## config.mk

```make
export PLATFORM = sky130hd
export DESIGN_NAME = business_day_counter_top
export DESIGN_NICKNAME = d
export VERILOG_FILES = /design/src/hdl/bdc_pkg.sv /design/src/hdl/business_day_counter_top.sv
export SDC_FILE = /design/constraint.sdc
export NUM_CORES = 1
export LEC_CHECK = 0
export ABC_AREA = 0
export ABC_CLOCK_PERIOD_IN_PS = 12600
export BUFFER_PORTS_ARGS = -buffer_cell sky130_fd_sc_hd__buf_2
export CAP_MARGIN = 25
export CORE_MARGIN = 2
export CORE_UTILIZATION = 45
export CTS_CLUSTER_DIAMETER = 120
export DETAILED_ROUTE_END_ITERATION = 7
export SLEW_MARGIN = 10
export SYNTH_ARGS = -nofsm -noshare
export SYNTH_HDL_FRONTEND = slang
export SYNTH_SLANG_ARGS = --single-unit
```

## constraint.sdc

```tcl
create_clock -name clk -period 12.6 [get_ports clk]
set_input_delay 0.63 -clock clk [delete_from_list [all_inputs] [get_ports clk]]
set_output_delay 0.63 -clock clk [all_outputs]
set_load 0.01 [all_outputs]
```

## src/hdl/bdc_pkg.sv

```systemverilog
`timescale 1ns / 1ps
// Shared types and constants of the business day counter.
// Holds the command and result words and the calendar helper functions; no dependencies.
package bdc_pkg;

	localparam int DAY_W   = 5;
	localparam int MONTH_W = 4;
	localparam int YEAR_W  = 14;
	localparam int COUNT_W = 22;
	localparam int MASK_W  = 7;

	localparam logic [MASK_W-1:0]  MASK_RESET = 7'd96;
	localparam logic [COUNT_W-1:0] COUNT_MAX  = 22'd4194303;

	// Month codes used by the calendar logic
	localparam logic [MONTH_W-1:0] MONTH_FEB = 4'd2;
	localparam logic [MONTH_W-1:0] MONTH_MAR = 4'd3;
	localparam logic [MONTH_W-1:0] MONTH_DEC = 4'd12;

	// Weekday codes, Sunday first
	localparam logic [2:0] WD_SUNDAY   = 3'd0;
	localparam logic [2:0] WD_SATURDAY = 3'd6;

	typedef struct packed {
		logic [DAY_W-1:0]   start_day;
		logic [MONTH_W-1:0] start_month;
		logic [YEAR_W-1:0]  start_year;
		logic [DAY_W-1:0]   end_day;
		logic [MONTH_W-1:0] end_month;
		logic [YEAR_W-1:0]  end_year;
	} cmd_t;

	typedef struct packed {
		logic [COUNT_W-1:0] working_days;
		logic               bad_date;
	} result_t;

	// Length of a month; zero for a month code out of range
	function automatic logic [DAY_W-1:0] month_days(input logic [MONTH_W-1:0] m,
		input logic leap);
		logic [DAY_W-1:0] len;
		case (m)
			4'd1, 4'd3, 4'd5, 4'd7, 4'd8, 4'd10, 4'd12: len = 5'd31;
			4'd4, 4'd6, 4'd9, 4'd11:                      len = 5'd30;
			4'd2:                                         len = leap ? 5'd29 : 5'd28;
			default:                                      len = 5'd0;
		endcase
		return len;
	endfunction

	// Month term of the weekday formula (January first)
	function automatic logic [2:0] month_term(input logic [MONTH_W-1:0] m);
		logic [2:0] t;
		case (m)
			4'd1:    t = 3'd0;
			4'd2:    t = 3'd3;
			4'd3:    t = 3'd2;
			4'd4:    t = 3'd5;
			4'd5:    t = 3'd0;
			4'd6:    t = 3'd3;
			4'd7:    t = 3'd5;
			4'd8:    t = 3'd1;
			4'd9:    t = 3'd4;
			4'd10:   t = 3'd6;
			4'd11:   t = 3'd2;
			4'd12:   t = 3'd4;
			default: t = 3'd0;
		endcase
		return t;
	endfunction

	// Residue modulo 7 by folding octal digits, since 8 is 1 modulo 7
	function automatic logic [2:0] mod7(input logic [15:0] x);
		logic [5:0] a;
		logic [3:0] b;
		a = 6'(x[15]) + 6'(x[14:12]) + 6'(x[11:9]) + 6'(x[8:6]) + 6'(x[5:3])
			+ 6'(x[2:0]);
		b = 4'(a[5:3]) + 4'(a[2:0]);
		if (b >= 4'd7) begin
			b = b - 4'd7;
		end
		return b[2:0];
	endfunction

	// Gregorian leap test from the low year bits and the year modulo 400
	function automatic logic is_leap(input logic [1:0] y_lo, input logic [8:0] r400);
		return (y_lo == 2'd0) && !((r400 == 9'd100) || (r400 == 9'd200) ||
			(r400 == 9'd300));
	endfunction

endpackage

```

## src/hdl/business_day_counter_top.sv

```systemverilog
`timescale 1ns / 1ps
// Business day counter: counts unmasked weekdays from a start date up to an end date.
// Steps: year unit passes for the end year, the start year and the weekday sum, a check
// that ends an invalid or empty span, then the calendar walk, one day a cycle. One word
// at a time: busy stays high until the result strobe, high for one cycle and cannot be
// stalled. Reset (arst_n low, asynchronous) returns to idle and loads the weekend mask
// with Friday and Saturday. Depends on bdc_pkg.
module business_day_counter_top
	import bdc_pkg::*;
(
	input  logic          clk,
	input  logic          arst_n,
	// command channel
	input  logic          start,
	output logic          busy,
	input  cmd_t          cmd,
	// result channel
	output logic          done,
	output result_t       result,
	// configuration port
	input  logic          psel,
	input  logic          penable,
	input  logic          pwrite,
	input  logic [2:0]    paddr,
	input  logic [31:0]   pwdata,
	output logic [31:0]   prdata,
	output logic          pready
);

	// Sequencer codes
	localparam logic [2:0] ST_IDLE  = 3'd0;
	localparam logic [2:0] ST_DIV   = 3'd1;
	localparam logic [2:0] ST_REM   = 3'd2;
	localparam logic [2:0] ST_CHECK = 3'd3;
	localparam logic [2:0] ST_WALK  = 3'd4;

	// Operand selects of the shared year unit
	localparam logic [1:0] SEL_END   = 2'd0;
	localparam logic [1:0] SEL_START = 2'd1;
	localparam logic [1:0] SEL_WDAY  = 2'd2;

	// Register index decode
	localparam logic REG_MASK = 1'b0;

	localparam logic [12:0] RECIP_25 = 13'd5243;  // 2^17 / 25, rounded up

	logic [2:0]        state_q;
	logic [1:0]        sel_q;
	logic [MASK_W-1:0] mask_q;
	logic              done_q;
	result_t           result_q;
	cmd_t              cmd_q;

	// shared year unit
	logic [14:0]  operand;
	logic [25:0]  prod;
	logic [7:0]   q100_q;
	logic [5:0]   q400;
	logic [8:0]   r400;
	logic [8:0]   end_r400_q;
	logic [8:0]   start_r400_q;
	logic [15:0]  wsum_q;
	logic [14:0]  yy;

	// calendar walk
	logic [DAY_W-1:0]   wday_q;
	logic [MONTH_W-1:0] wmon_q;
	logic [YEAR_W-1:0]  wyear_q;
	logic [8:0]         wr400_q;
	logic [2:0]         wdow_q;
	logic [COUNT_W-1:0] tally_q;
	logic               wleap;
	logic [DAY_W-1:0]   wlen;
	logic               at_end;

	logic accept;
	logic cfg_write;
	logic start_ok;
	logic end_ok;
	logic in_order;

	assign accept    = start && !busy;
	assign busy      = (state_q != ST_IDLE);
	assign done      = done_q;
	assign result    = result_q;
	assign pready    = 1'b1;
	assign cfg_write = psel && penable && pwrite;

	// Read back the mask wherever paddr[2] is low, zero elsewhere
	assign prdata = (paddr[2] == REG_MASK) ? {25'd0, mask_q} : 32'd0;

	// Shift the year back one for January and February so the leap day ends the year
	assign yy = 15'(cmd_q.start_year) + 15'd400 -
		((cmd_q.start_month < MONTH_MAR) ? 15'd1 : 15'd0);

	always_comb begin
		case (sel_q)
			SEL_END:   operand = 15'(cmd_q.end_year);
			SEL_START: operand = 15'(cmd_q.start_year);
			default:   operand = yy;
		endcase
	end

	// Year / 100 as (year / 4) / 25 through the reciprocal; year / 400 follows by a shift
	assign prod = 26'(operand[14:2]) * 26'(RECIP_25);
	assign q400 = q100_q[7:2];
	assign r400 = 9'(operand - ((15'(q400) << 8) + (15'(q400) << 7) + (15'(q400) << 4)));

	// Validity of both dates and ordering, once the leap status of both years is known
	assign start_ok = (cmd_q.start_day != 5'd0) && (cmd_q.start_day <=
		month_days(cmd_q.start_month, is_leap(cmd_q.start_year[1:0], start_r400_q)));
	assign end_ok = (cmd_q.end_day != 5'd0) && (cmd_q.end_day <=
		month_days(cmd_q.end_month, is_leap(cmd_q.end_year[1:0], end_r400_q)));
	assign in_order = {cmd_q.start_year, cmd_q.start_month, cmd_q.start_day} <
		{cmd_q.end_year, cmd_q.end_month, cmd_q.end_day};

	assign wleap  = is_leap(wyear_q[1:0], wr400_q);
	assign wlen   = month_days(wmon_q, wleap);
	assign at_end = ({wyear_q, wmon_q, wday_q} ==
		{cmd_q.end_year, cmd_q.end_month, cmd_q.end_day});

	// Control: sequencer, mask register and the result strobe
	always_ff @(posedge clk or negedge arst_n) begin
		if (!arst_n) begin
			state_q <= ST_IDLE;
			sel_q   <= SEL_END;
			done_q  <= 1'b0;
			mask_q  <= MASK_RESET;
		end else begin
			done_q <= 1'b0;
			if (cfg_write && (paddr[2] == REG_MASK)) begin
				mask_q <= pwdata[MASK_W-1:0];
			end
			unique case (state_q)
				ST_IDLE: begin
					if (start) begin
						state_q <= ST_DIV;
						sel_q   <= SEL_END;
					end
				end
				ST_DIV: begin
					state_q <= ST_REM;
				end
				ST_REM: begin
					if (sel_q == SEL_WDAY) begin
						state_q <= ST_CHECK;
					end else begin
						state_q <= ST_DIV;
						sel_q   <= sel_q + 2'd1;
					end
				end
				ST_CHECK: begin
					if (!start_ok || !end_ok || !in_order) begin
						state_q <= ST_IDLE;
						done_q  <= 1'b1;
					end else begin
						state_q <= ST_WALK;
					end
				end
				ST_WALK: begin
					if (at_end) begin
						state_q <= ST_IDLE;
						done_q  <= 1'b1;
					end
				end
				default: begin
					state_q <= ST_IDLE;
				end
			endcase
		end
	end

	// Datapath: operands, year unit results, walk registers and the result word
	always_ff @(posedge clk) begin
		if (accept) begin
			cmd_q <= cmd;
		end
		case (state_q)
			ST_DIV: begin
				q100_q <= prod[24:17];
			end
			ST_REM: begin
				case (sel_q)
					SEL_END:   end_r400_q   <= r400;
					SEL_START: start_r400_q <= r400;
					default: begin
						wsum_q <= 16'(yy) + 16'(yy[14:2]) - 16'(q100_q) + 16'(q400) +
							16'(month_term(cmd_q.start_month)) + 16'(cmd_q.start_day);
					end
				endcase
			end
			ST_CHECK: begin
				// Load the walk at the start date; drop straight to the result if nothing to walk
				wday_q   <= cmd_q.start_day;
				wmon_q   <= cmd_q.start_month;
				wyear_q  <= cmd_q.start_year;
				wr400_q  <= start_r400_q;
				wdow_q   <= mod7(wsum_q);
				tally_q  <= '0;
				result_q.working_days <= '0;
				result_q.bad_date     <= !start_ok || !end_ok;
			end
			ST_WALK: begin
				if (at_end) begin
					result_q.working_days <= tally_q;
					result_q.bad_date     <= 1'b0;
				end else begin
					// Count today if its weekday is unmasked, holding at the ceiling
					if (!mask_q[wdow_q] && (tally_q != COUNT_MAX)) begin
						tally_q <= tally_q + 22'd1;
					end
					wdow_q <= (wdow_q == WD_SATURDAY) ? WD_SUNDAY : wdow_q + 3'd1;
					// Advance one day, rolling over month and year
					if (wday_q == wlen) begin
						wday_q <= 5'd1;
						if (wmon_q == MONTH_DEC) begin
							wmon_q  <= 4'd1;
							wyear_q <= wyear_q + 14'd1;
							wr400_q <= (wr400_q == 9'd399) ? 9'd0 : wr400_q + 9'd1;
						end else begin
							wmon_q <= wmon_q + 4'd1;
						end
					end else begin
						wday_q <= wday_q + 5'd1;
					end
				end
			end
			default: begin
			end
		endcase
	end

endmodule

```

==> results by group <==
Setup path
  • Largest stage delay on the critical path: 0.85 ns
  • Crit Path Class: flip-flop to flip-flop
  • Crit. End Element: flip-flop
  • Crit-path slowest cell: o21ai_0
  • Buffers and inverters on the worst path: 5
  • Data arrival time of the worst path: 8.84 ns
  • CP top delay family: adder cells
  • Crit. Startpoint: cmd_q[39]
  • Reg2reg start: cmd_q[39]
  • Critical Path Start Type: flip-flop
  • Crit path required time: 12.84 ns
  • Worst-path maximum fanout: 6

CTS
  • TritonCTS clock tree: yes
  • Post-cts gate resize count: 0
  • H-tree level count: 4
  • Post-CTS setup buffer count: 0
  • CTS sink cnt: around 180
  • Num CTS Buffers: 17
  • Clock transition at path regs: 0.08 ns
  • Hold Buf Count CTS: 0
  • Clk buf depth: 2
  • Root Buffer: clkbuf_16
  • Clk Latency, worst-skew pair: between 0.4 and 0.5 ns

STA
  • Final setup viols: 0
  • Final Hold Viols: 0
  • Setup TNS Final: 0 ns
  • Final Cycle Share: 68.2%
  • Max-slew headroom: 31.1%
  • Pin slew with the least headroom to its limit: 1.02 ns
  • Count of pins over their slew limit: 0
  • Maximum clock rate: 116 MHz
  • RSZ-0062 raised after global routing: no
  • Tmin final: between 8 and 9 ns
  • Clk_skew: 0.0119 ns

GRT
  • Grt ovf: 0
  • First-pass GRT wire length: 55.8 mm
  • Initial antenna violation count: 0
  • Pin count of the biggest net entering global routing: 66
  • Vias in the first global route: 10500
  • Gr usage total: 20.0%

Yosys
  • Synth area leaders: edfxtp_1 (33%), ha_1 (17%), fa_1 (11%)
  • Area fraction in compound gates after synthesis: 9.75%
  • Post-Synth Simple-Gate Area: 11.5%
  • Mux contribution to synthesized area: about 1.4%
  • Largest area contributor in the netlist: edfxtp_1
  • Synth Area in XOR/XNOR: slightly above 6%
  • Post-Syn Instances: 1469
  • Synth top cells by count: inv_1 (225), ha_1 (212), edfxtp_1 (168)
  • Sequential share of the synthesized area: roughly a third
  • Synth Area per Inst: around 11 µm²
  • Adder-Cell Fraction of Synth Area: 28.4%
  • Combinational family with the most area after synthesis: adder cells
  • Synth warnings: 0
  • Seq cells post-synth: 184
  • Post-synth ARST share: slightly above 7%
  • Mapped cell area: 15500 µm²
  • Most common cell in the netlist: inv_1
  • Post-synth EDFFs: 168
  • Primary FF master, synth: edfxtp_1
  • Distinct cell type count after synthesis: 80
  • Top cell type's share of synthesized area: 32.6%

Min path
  • Type of the worst min-delay path: input pin to asynchronous set/reset pin

Placement
  • Port Buffers: between 90 and 100
  • RePlAce Congestion: approximately 0.86
  • Detail Placement HPWL: approximately 27 mm

Cells and area
  • Number of nets in the layout: 1951
  • Core Util, Final: 50.2%
  • Layout cells sized above 1: a little over a tenth
  • Antenna diodes: 0
  • P&R area growth vs syn: 9.47%

Route
  • Final ANT Viol Nets: 0
  • Metal-1 WL: 15.9 mm
  • Max layer used: met4
  • DR WL met2: around 16 mm
  • Drt wl/cell: 16.9 µm
  • DR iter-0 viols: 711
  • DRC: 0
  • Via count: ~11000
  • DRT Wirelength: between 30 and 40 mm
  • Met3 Wirelength: approximately 1.6 mm
  • Vias per cell: ~5.2
  • Total iterations of the first detailed-routing run: 5

Die
  • Row count: 67
  • Core area: 33700 µm²
  • Die width: 189 µm
  • Die Area: 35800 µm²
  • Initial Util: between 40 and 50%
  • Num ports: 145
  • Die Span Y: 189 µm

Job
  • Max Cap Viol: 0

Outcome
  • Status: completed
## cell type report
cell class | instances | area [µm²]
clock inverters | 13 | 114
inverters | 225 | 845
well taps | 448 | 561
fillers | 3149 | 16800
flip-flops and latches | 184 | 5430
multi-input cells | 1032 | 8970
clock buffers | 19 | 433
repair buffers | 105 | 568
## cell families (layout without fill, tap and decap cells)
group,Yosys count,after routing
other,2,26
AOI/OAI and AO/OA,234,234
buffers and inverters,277,362
adders and majority gates,299,299
xor gates and xnor gates,110,110
muxes,20,20
DFF,184,184
and+or+nand+nor,343,343
## sequential cells by signal (all words and copies together) (netlist names), named ones only
| register | flops |
|---|---|
| q100_q | 8 |
| wr400_q | 9 |
| start_r400_q | 9 |
| cmd_q | 46 |
| wmon_q | 4 |
| result | 23 |
| wsum_q | 16 |
| tally_q | 22 |
| sel_q | 2 |
| state_q | 3 |
| wyear_q | 14 |
| done | 1 |
| mask_q | 7 |
| end_r400_q | 9 |
| wdow_q | 3 |
| wday_q | 5 |
## placed cells by master (no fill, tap or decap), types with 7 or more instances in the layout
cell       netlist  layout
a211oi_1        10      10
buf_4           26      12
nand4_1         18      18
mux2_2           8       8
inv_1          225     225
edfxtp_1       168     168
buf_2            4      91
o21a_1          12      12
o21ai_0         68      68
a21o_1           7       7
nand3_1         31      31
fa_1            87      87
a21oi_1         52      52
nand2b_1        11      11
xor2_1          56      56
and2_1           7       7
clkbuf_16        0      17
xnor2_1         54      54
a22oi_1         13      13
mux2i_1         11      11
dfrtp_1         11      11
and3_1          34      33
nand2_1         91      90
nor2b_1         18      18
nor2_1          63      63
o22ai_1         10      10
nor3_1          19      19
a31oi_1         10      10
ha_1           212     212
conb_1           2      26
## worst paths after layout
kind | end | slack [ns] | cells after the start
max in group asynchronous | mask_q[6] | 12.26 | 1
min in group clk | cmd_q[30] | 0.34 | 1
worst min register to register | mask_q[0] | 0.53 | 1
worst max register to register | q100_q[6] | 4.00 | 28
worst max-delay path | q100_q[6] | 4.00 | 28
worst min-delay path | state_q[2] | 0.05 | 1
## per-layer routing
layer  track usage (%)  vias to the layer above
met4              6.11                        0
li1                  -                     5251
met1              27.0                     5060
met5                 0                        -
met3              3.21                       32
met2              33.1                      239
## through the flow
stage	cell area [µm²]	setup WS (ns)	cells	hold WS, ns
2_1_floorplan	15500	5.45	1493	0.334
3_3_place_gp	16400	4.01	1992	0.510
3_5_place_dp	16400	3.98	1993	0.509
4_1_cts	16900	3.93	2025	0.0469
5_1_grt	16900	3.44	2026	0.0586
6_report	16900	4.00	2026	0.0485
Power is not shown: default switching activity piles up to over one toggle a cycle in this logic, so the estimate is an artifact.
